--- config.mk ---
export PLATFORM = sky130hd
export DESIGN_NAME = ps_pack_header_scr_indexer_unit_flat
export DESIGN_NICKNAME = d
export VERILOG_FILES = /design/src/rtl/pshdr_pkg.sv /design/src/rtl/pshdr_ifs.sv /design/src/rtl/pshdr_front.sv /design/src/rtl/pshdr_fifo.sv /design/src/rtl/pshdr_back.sv /design/src/rtl/ps_pack_header_scr_indexer_unit.sv /design/src/flat_wrapper.sv
export VERILOG_INCLUDE_DIRS = /design/src /design/src/rtl
export SDC_FILE = /design/constraint.sdc
export NUM_CORES = 2
export LEC_CHECK = 0
export BUFFER_PORTS_ARGS = -buffer_cell sky130_fd_sc_hd__buf_2
export CAP_MARGIN = 20
export CELL_PAD_IN_SITES_DETAIL_PLACEMENT = 1
export CELL_PAD_IN_SITES_GLOBAL_PLACEMENT = 1
export CORE_ASPECT_RATIO = 0.9
export CORE_MARGIN = 2
export CORE_UTILIZATION = 45
export CTS_CLUSTER_SIZE = 14
export DETAILED_ROUTE_END_ITERATION = 8
export GPL_TIMING_DRIVEN = 0
export PLACE_DENSITY_LB_ADDON = 0.1
export SLEW_MARGIN = 10
export SYNTH_ARGS = -nofsm -noshare
export SYNTH_HDL_FRONTEND = slang
export SYNTH_SLANG_ARGS = --single-unit
--- constraint.sdc ---
create_clock -name clk -period 11.6 [get_ports clk]
set_input_delay 0.58 -clock clk [delete_from_list [all_inputs] [get_ports clk]]
set_output_delay 0.58 -clock clk [all_outputs]
set_load 0.03 [all_outputs]
--- src/rtl/ps_pack_header_scr_indexer_unit_defines.svh ---
// assertion macros shared by the pack header indexer rtl
// expects signals clk and rst in the scope where a macro is used
`ifndef PS_PACK_HEADER_SCR_INDEXER_UNIT_DEFINES_SVH
`define PS_PACK_HEADER_SCR_INDEXER_UNIT_DEFINES_SVH

// same-cycle implication, checked outside reset
`define PSHDR_ASSERT_NOW(lbl, ante, cons, msg) \
  lbl: assert property (@(posedge clk) disable iff (rst) (ante) |-> (cons)) else $error(msg);

// next-cycle implication, checked outside reset
`define PSHDR_ASSERT_NEXT(lbl, ante, cons, msg) \
  lbl: assert property (@(posedge clk) disable iff (rst) (ante) |=> (cons)) else $error(msg);

`endif

--- src/rtl/pshdr_pkg.sv ---
// types and constants for the program stream pack header indexer
// no dependencies
package pshdr_pkg;

  localparam int WIN_LEN     = 14;
  localparam int PACK_OFF_W  = 48;
  localparam int SCR_W       = 33;
  localparam int SCR_MS_W    = 27;
  localparam int HALF_W      = 32;

  localparam logic [7:0] START_B0  = 8'h00;
  localparam logic [7:0] START_B1  = 8'h00;
  localparam logic [7:0] START_B2  = 8'h01;
  localparam logic [7:0] PACK_CODE = 8'hBA;

  // scr / 90 is done as (scr >> 1) / 45 with a reciprocal multiply
  localparam int              DIV_HALF   = 45;
  localparam int              RECIP_SH   = 37;
  localparam logic [HALF_W-1:0] RECIP_MUL = 32'd3054198966; // floor(2^37 / 45)

  localparam logic [SCR_MS_W-1:0] SCR_MS_MAX = 27'd95443717;

  typedef struct packed {
    logic [PACK_OFF_W-1:0] offset;
    logic [SCR_W-1:0]      scr_raw;
  } pshdr_entry_t;

endpackage

--- src/rtl/pshdr_ifs.sv ---
// valid/ready channel interfaces for the pack header indexer
// depends on pshdr_pkg
interface pshdr_byte_if;
  import pshdr_pkg::*;
  logic       valid;
  logic       ready;
  logic [7:0] data_byte;
  logic       stream_start;
  modport source(output valid, data_byte, stream_start, input ready);
  modport sink(input valid, data_byte, stream_start, output ready);
endinterface

interface pshdr_pack_if;
  import pshdr_pkg::*;
  logic                  valid;
  logic                  ready;
  logic [PACK_OFF_W-1:0] hdr_offset;
  logic [SCR_MS_W-1:0]   scr_ms;
  modport source(output valid, hdr_offset, scr_ms, input ready);
  modport sink(input valid, hdr_offset, scr_ms, output ready);
endinterface

--- src/rtl/pshdr_front.sv ---
// front end: byte window, stream offset counter and start code detection
// depends on pshdr_pkg and pshdr_byte_if
module pshdr_front #(
  parameter int OFFSET_BITS = 48
) (
  input  logic                   clk,
  input  logic                   rst,
  pshdr_byte_if.sink             byte_in,
  input  logic                   q_full,
  output logic                   push,
  output pshdr_pkg::pshdr_entry_t push_entry
);
  import pshdr_pkg::*;

  logic [7:0]             window [WIN_LEN];
  logic [OFFSET_BITS-1:0] count;
  logic                   accept;
  logic                   hit;
  logic [OFFSET_BITS-1:0] hdr_off;
  logic [SCR_W-1:0]       scr;

  assign byte_in.ready = !q_full && !rst;
  assign accept        = byte_in.valid && byte_in.ready;

  // after the shift the oldest four bytes are window[1..4] of today
  assign hit = !byte_in.stream_start &&
               window[1] == START_B0 && window[2] == START_B1 &&
               window[3] == START_B2 && window[4] == PACK_CODE;

  // new count minus window length, i.e. count + 1 - 14
  assign hdr_off = count - OFFSET_BITS'(WIN_LEN - 1);

  assign scr = {window[5][5:3], window[5][1:0], window[6],
                window[7][7:3], window[7][1:0], window[8], window[9][7:3]};

  assign push               = accept && hit;
  assign push_entry.offset  = PACK_OFF_W'(hdr_off);
  assign push_entry.scr_raw = scr;

  always_ff @(posedge clk) begin
    if (rst) begin
      count <= '0;
      for (int i = 0; i < WIN_LEN; i++) window[i] <= '0;
    end else if (accept) begin
      if (byte_in.stream_start) begin
        count <= OFFSET_BITS'(1);
        for (int i = 0; i < WIN_LEN - 1; i++) window[i] <= '0;
      end else begin
        count <= count + OFFSET_BITS'(1);
        for (int i = 0; i < WIN_LEN - 1; i++) window[i] <= window[i+1];
      end
      window[WIN_LEN-1] <= byte_in.data_byte;
    end
  end

endmodule

--- src/rtl/pshdr_fifo.sv ---
// short queue of detected headers between front and back end
// depends on pshdr_pkg and the assertion macro header
module pshdr_fifo #(
  parameter int DEPTH = 4
) (
  input  logic                    clk,
  input  logic                    rst,
  input  logic                    push,
  input  pshdr_pkg::pshdr_entry_t push_entry,
  input  logic                    pop,
  output pshdr_pkg::pshdr_entry_t head,
  output logic                    full,
  output logic                    empty
);
  import pshdr_pkg::*;
  `include "ps_pack_header_scr_indexer_unit_defines.svh"

  localparam int PTR_W = (DEPTH > 1) ? $clog2(DEPTH) : 1;
  localparam int CNT_W = $clog2(DEPTH + 1);

  pshdr_entry_t     slots [DEPTH];
  logic [PTR_W-1:0] wr_ptr;
  logic [PTR_W-1:0] rd_ptr;
  logic [CNT_W-1:0] fill;

  assign full  = fill == CNT_W'(DEPTH);
  assign empty = fill == '0;
  assign head  = slots[rd_ptr];

  always_ff @(posedge clk) begin
    if (push) slots[wr_ptr] <= push_entry;
  end

  always_ff @(posedge clk) begin
    if (rst) begin
      wr_ptr <= '0;
      rd_ptr <= '0;
      fill   <= '0;
    end else begin
      if (push) wr_ptr <= (wr_ptr == PTR_W'(DEPTH - 1)) ? '0 : wr_ptr + PTR_W'(1);
      if (pop)  rd_ptr <= (rd_ptr == PTR_W'(DEPTH - 1)) ? '0 : rd_ptr + PTR_W'(1);
      if (push && !pop)      fill <= fill + CNT_W'(1);
      else if (pop && !push) fill <= fill - CNT_W'(1);
    end
  end

  `PSHDR_ASSERT_NOW(a_no_overflow, push, !full, "header queue written while full")
  `PSHDR_ASSERT_NOW(a_no_underflow, pop, !empty, "header queue read while empty")
  `PSHDR_ASSERT_NOW(a_fill_range, 1'b1, fill <= CNT_W'(DEPTH), "header queue fill out of range")

endmodule

--- src/rtl/pshdr_back.sv ---
// back end: scr base to milliseconds (reciprocal multiply) and output register
// depends on pshdr_pkg, pshdr_pack_if and the assertion macro header
module pshdr_back (
  input  logic                    clk,
  input  logic                    rst,
  input  pshdr_pkg::pshdr_entry_t head,
  input  logic                    empty,
  output logic                    pop,
  pshdr_pack_if.source            pack_out
);
  import pshdr_pkg::*;
  `include "ps_pack_header_scr_indexer_unit_defines.svh"

  logic                    st1_valid;
  logic [PACK_OFF_W-1:0]   st1_off;
  logic [HALF_W-1:0]       st1_half;
  logic [2*HALF_W-1:0]     st1_prod;
  logic                    out_valid;
  logic [PACK_OFF_W-1:0]   out_off;
  logic [SCR_MS_W-1:0]     out_ms;
  logic                    out_load;
  logic                    st1_free;
  logic [SCR_MS_W-1:0]     q_est;
  logic [HALF_W-1:0]       rem;
  logic [SCR_MS_W-1:0]     q_fix;

  assign out_load = !out_valid || pack_out.ready;
  assign st1_free = !st1_valid || out_load;
  assign pop      = !empty && st1_free;

  // estimate is exact or one low, fixed by a single remainder compare
  assign q_est = SCR_MS_W'(st1_prod >> RECIP_SH);
  assign rem   = st1_half - HALF_W'(q_est) * HALF_W'(DIV_HALF);
  assign q_fix = (rem >= HALF_W'(DIV_HALF)) ? q_est + SCR_MS_W'(1) : q_est;

  always_ff @(posedge clk) begin
    if (rst) begin
      st1_valid <= 1'b0;
      out_valid <= 1'b0;
    end else begin
      if (st1_free) st1_valid <= pop;
      if (out_load) out_valid <= st1_valid;
    end
  end

  always_ff @(posedge clk) begin
    if (pop) begin
      st1_off  <= head.offset;
      st1_half <= head.scr_raw[SCR_W-1:1];
      st1_prod <= head.scr_raw[SCR_W-1:1] * RECIP_MUL;
    end
    if (out_load && st1_valid) begin
      out_off <= st1_off;
      out_ms  <= q_fix;
    end
  end

  assign pack_out.valid      = out_valid;
  assign pack_out.hdr_offset = out_off;
  assign pack_out.scr_ms     = out_ms;

  `PSHDR_ASSERT_NEXT(a_st1_hold, st1_valid && !out_load, st1_valid,
                     "divide stage lost a header while stalled")
  `PSHDR_ASSERT_NEXT(a_out_hold, out_valid && !pack_out.ready, out_valid,
                     "result dropped while the receiver stalled")
  `PSHDR_ASSERT_NOW(a_ms_range, out_valid, out_ms <= SCR_MS_MAX, "scr_ms beyond 33-bit range")

endmodule

--- src/rtl/ps_pack_header_scr_indexer_unit.sv ---
// MPEG-2 program stream pack header indexer, top level
// depends on pshdr_pkg, pshdr_ifs, pshdr_front, pshdr_fifo, pshdr_back
//
// byte_in carries the program stream one byte per transaction; stream_start
// on a byte restarts the offset counter and clears the 14-byte window, that
// byte then being offset zero. pack_out carries one transaction per pack
// header 00 00 01 BA found: its stream offset (low 48 bits) and the SCR base
// divided by 90 (milliseconds). A header is reported when the tenth byte
// after its start code is taken; headers closer than that to the end of a
// stream are not reported.
// throughput: one byte per clock while the queue is not full. After the edge
// that takes that tenth byte, the result goes through the queue read and
// the one-stage reciprocal multiply ahead of the output register.
// when pack_out stalls, headers wait in a QUEUE_DEPTH-entry queue and bytes
// keep flowing; byte_in.ready drops only once that queue is full.
// reset (rst, synchronous) empties the queue and pipeline, clears the window
// and the counter; byte_in.ready is low while rst is high.
module ps_pack_header_scr_indexer_unit #(
  parameter int OFFSET_BITS = 48,
  parameter int QUEUE_DEPTH = 4
) (
  input  logic         clk,
  input  logic         rst,
  pshdr_byte_if.sink   byte_in,
  pshdr_pack_if.source pack_out
);
  import pshdr_pkg::*;

  logic         push;
  pshdr_entry_t push_entry;
  logic         pop;
  pshdr_entry_t head;
  logic         q_full;
  logic         q_empty;

  pshdr_front #(
    .OFFSET_BITS(OFFSET_BITS)
  ) u_front (
    .clk       (clk),
    .rst       (rst),
    .byte_in   (byte_in),
    .q_full    (q_full),
    .push      (push),
    .push_entry(push_entry)
  );

  pshdr_fifo #(
    .DEPTH(QUEUE_DEPTH)
  ) u_fifo (
    .clk       (clk),
    .rst       (rst),
    .push      (push),
    .push_entry(push_entry),
    .pop       (pop),
    .head      (head),
    .full      (q_full),
    .empty     (q_empty)
  );

  pshdr_back u_back (
    .clk     (clk),
    .rst     (rst),
    .head    (head),
    .empty   (q_empty),
    .pop     (pop),
    .pack_out(pack_out)
  );

endmodule

--- src/flat_wrapper.sv ---
// flat-port wrapper written by rule: the top's interface ports become plain ports
module ps_pack_header_scr_indexer_unit_flat import pshdr_pkg::*;
#(
  parameter int OFFSET_BITS = 48,
  parameter int QUEUE_DEPTH = 4
)
  (clk, rst, byte_in_valid, byte_in_data_byte, byte_in_stream_start, byte_in_ready, pack_out_valid, pack_out_hdr_offset, pack_out_scr_ms, pack_out_ready);
  pshdr_byte_if byte_in_i ();
  pshdr_pack_if pack_out_i ();
  input  logic clk;
  input  logic rst;
  input wire logic [$bits(byte_in_i.valid)-1:0] byte_in_valid;
  input wire logic [$bits(byte_in_i.data_byte)-1:0] byte_in_data_byte;
  input wire logic [$bits(byte_in_i.stream_start)-1:0] byte_in_stream_start;
  output wire logic [$bits(byte_in_i.ready)-1:0] byte_in_ready;
  output wire logic [$bits(pack_out_i.valid)-1:0] pack_out_valid;
  output wire logic [$bits(pack_out_i.hdr_offset)-1:0] pack_out_hdr_offset;
  output wire logic [$bits(pack_out_i.scr_ms)-1:0] pack_out_scr_ms;
  input wire logic [$bits(pack_out_i.ready)-1:0] pack_out_ready;
  assign byte_in_i.valid = byte_in_valid;
  assign byte_in_i.data_byte = byte_in_data_byte;
  assign byte_in_i.stream_start = byte_in_stream_start;
  assign byte_in_ready = byte_in_i.ready;
  assign pack_out_valid = pack_out_i.valid;
  assign pack_out_hdr_offset = pack_out_i.hdr_offset;
  assign pack_out_scr_ms = pack_out_i.scr_ms;
  assign pack_out_i.ready = pack_out_ready;
  ps_pack_header_scr_indexer_unit #(.OFFSET_BITS(OFFSET_BITS), .QUEUE_DEPTH(QUEUE_DEPTH)) u_core (.clk(clk), .rst(rst), .byte_in(byte_in_i), .pack_out(pack_out_i));
endmodule
==> metrics.txt <==
Worst EP arrival 11.36 ns; yosys warns 0; Setup-failing EPs final 0; cell taking the most area after synthesis edfxtp_1; Filler cells 9823; IO Port Bufs 89; sequential fraction of the synthesis area 43.9%; Yosys reg bits 665; worst min path class primary input to register; share of cells above drive strength 1 9.18%; total global routing overflow 0; Clock transition at path regs 0.06 ns; post-route ant nets 0; final setup margin 0.607 ns; RSZ-0062 raised after global routing false; Min Hold Slack 0.237 ns; wire length per cell 23.2 um; Total GRT Usage 23.4%; Pre-antenna DRT Iters 4; Top FF cell, synth edfxtp_1; Skew-Pair Late Insertion Delay 0.64 ns; Avg Cell Area, Syn 13.0 um^2; status completed; Vias 25900; RePlAce Congestion 0.943; largest net degree at the start of global routing 47; CTS Buffer Depth 3; Die X 334 um; io pins 90; area growth from synthesis to layout 10.8%; Yosys cell types 70; Die Y 301 um; dpl cells 4780; Max Cap Viol 0; Data required, critical path 11.97 ns; EDFF count, synth 606; critical path endpoint category register; Synthesized Nets 4254; pre-CTS setup slack -0.785 ns; slew at the pin closest to its max-slew limit 1.02 ns; Placement Rows 109; vias per inst 5.27; CTS tree yes; Setup Skew 0.0309 ns; CTS hold repair buffers 0; CP most frequent cell fa_1; max incr delay on CP 0.69 ns; crit-path max FO 10; initial antenna violation count 5; Core Region 97800 um^2; Synth top area share 41.2%; Layout Nets 4435; DR iter-0 viols 1617; CTS root buffer clkbuf_16; number of setup buffers added after CTS 0; final non-filler cell total 4917; Die ar. 101000 um^2; CP startpoint kind register; Post-Synthesis Cell Area 44200 um^2; Fmax achieved 91.0 MHz; crit share post-route 94.8%; dpl hpwl 90300 um; CP max stage cell a2111oi_1; cells after synthesis 3400; crit path time final 10.99 ns; max-slew violation count 0; asr flop ratio synth 0%; H-tree Lvls 3; critical path class register to register; top post-synthesis cells by area edfxtp_1 (41%), fa_1 (18%), ha_1 (12%); Residual DRC 0; Fin Setup TNS 0 ns; first-pass GRT wire length 177000 um; Slew headroom 31.2%; vias in the first global route 29000; clock sink count 665; initial core utilization 45.2%; final hold viol count 0; CTS buffer count 74; Post-Route WL 114000 um
## area by class of cell
type	instances	area, um^2	area share, %
well taps	1276	1600	3.26
diodes	2	5.00	0.0102
plain buffers	83	350	0.716
clock buffers	91	1940	3.95
flip-flops and latches	665	19400	39.6
inverters	667	2500	5.11
multi-input cells	1984	22000	44.9
repair buffers	106	802	1.64
clock inverters	43	388	0.792
## synthesized netlist by cell type (5+ instances only)
cell type and instances:
xor2_1 105, ha_1 434, inv_1 667, fa_1 407
edfxtp_1 606, xnor2_1 65, nor4_1 20, mux2i_1 7
nor3_1 35, o21bai_1 18, o21a_1 9, buf_1 13
and2_1 118, a21o_1 34, dfxtp_1 59, or3_1 23
clkbuf_1 67, or4_1 8, nor2_1 125, nand3_1 35
o21ai_0 63, and4_1 6, a21oi_1 99, mux4_2 80
o211ai_1 7, nor2b_1 16, nand2_1 117, nand2b_1 9
a31oi_1 5, and3_1 18, nand4_1 25, a211oi_1 11
nor3b_1 8, mux2_2 7, o31ai_1 10
## registers in the layout, indices dropped and copies added (netlist names), named ones only
| register | flops |
|---|---|
| u_core.u_back.pack_out.hdr_offset | 48 |
| u_core.u_back.pack_out.scr_ms | 27 |
| u_core.u_back.pack_out.valid | 1 |
| u_core.u_back.st1_half | 32 |
| u_core.u_back.st1_off | 48 |
| u_core.u_back.st1_prod | 27 |
| u_core.u_back.st1_valid | 1 |
| u_core.u_fifo.fill | 3 |
| u_core.u_fifo.rd_ptr | 2 |
| u_core.u_fifo.slots | 320 |
| u_core.u_fifo.wr_ptr | 2 |
| u_core.u_front.count | 48 |
| u_core.u_front.window | 104 |
## path summary, 6_finish.rpt
check                                                         start                                         endpoint  slack [ns]  cells past startpoint
worst max-delay path                                       register             u_core.u_back.st1_prod[60]$_DFFE_PP_        0.61                     30
worst min-delay path                           byte_in_data_byte[0]       u_core.u_front.window[13][0]$_SDFFCE_PP0P_        0.24                      2
worst max register to register                             register             u_core.u_back.st1_prod[60]$_DFFE_PP_        0.61                     30
worst min register to register  u_core.u_back.st1_off[28]$_DFFE_PP_  u_core.u_back.pack_out.hdr_offset[28]$_DFFE_PP_        0.42                      0
## per-layer routing
layer | GRT usage [%] | up-vias | share of wire (%)
met5 | 0 | - | 0.017
met4 | 5.69 | 2 | 2.2
met3 | 3.35 | 124 | 4.0
met2 | 39.5 | 435 | 49
met1 | 32.0 | 13500 | 45
li1 | - | 11900 | -
## stage by stage
stage / cell area (um^2) / utilization (%)
2_1_floorplan: 44200 / -
3_3_place_gp: 46200 / 47.3
3_5_place_dp: 46600 / 47.6
4_1_cts: 48900 / 50.0
5_1_grt: 49000 / 50.1
6_report: 49000 / 50.1
## logic make-up (layout without fill, tap and decap cells)
group,count (synthesis),count (layout),share of synthesized area (%)
XOR/XNOR,170,170,3.37
adder cells (fa/ha/maj),841,841,30.7
AND/OR/NAND/NOR,591,591,7.14
AO/OA/AOI/OAI,288,288,4.04
buffers and inverters,751,990,6.44
other,0,2,0
flip-flops,665,665,43.9
multiplexers,94,94,4.41
## placed cells by master (no fill, tap or decap), types with 14 or more instances in the layout
| master | synthesis | layout |
|---|---|---|
| inv_1 | 667 | 666 |
| edfxtp_1 | 606 | 606 |
| ha_1 | 434 | 434 |
| fa_1 | 407 | 407 |
| nor2_1 | 125 | 125 |
| nand2_1 | 117 | 117 |
| and2_1 | 118 | 114 |
| xor2_1 | 105 | 105 |
| a21oi_1 | 99 | 98 |
| buf_2 | 0 | 89 |
| mux4_2 | 80 | 80 |
| clkbuf_1 | 67 | 79 |
| clkbuf_16 | 0 | 74 |
| xnor2_1 | 65 | 65 |
| o21ai_0 | 63 | 63 |
| dfxtp_1 | 59 | 58 |
| nor3_1 | 35 | 35 |
| nand3_1 | 35 | 35 |
| a21o_1 | 34 | 34 |
| nand4_1 | 25 | 25 |
| or3_1 | 23 | 23 |
| nor4_1 | 20 | 19 |
| and3_1 | 18 | 18 |
| o21bai_1 | 18 | 17 |
| nor2b_1 | 16 | 15 |
| clkinv_1 | 0 | 14 |
## what timing repair did
action	4_1_cts	5_1_grt
hold endpoints to repair	0	0
pin swaps	0	0
endpoints found under the setup margin	19	6
resized for setup	6	4
## worst max-delay path, delay by kind of cell, from the launching register on
family	cells	cell delay, ns
AND/OR/NAND/NOR	5	1.15
XOR/XNOR	2	0.32
buffers and inverters	7	1.71
flip-flops	1	0.30
adder cells (fa/ha/maj)	9	4.23
multiplexers	1	0.68
AO/OA/AOI/OAI	6	2.29
Power is left out: the tool's default activity adds up to more than one toggle a clock period on the data nets, which glitch-free logic cannot reach.
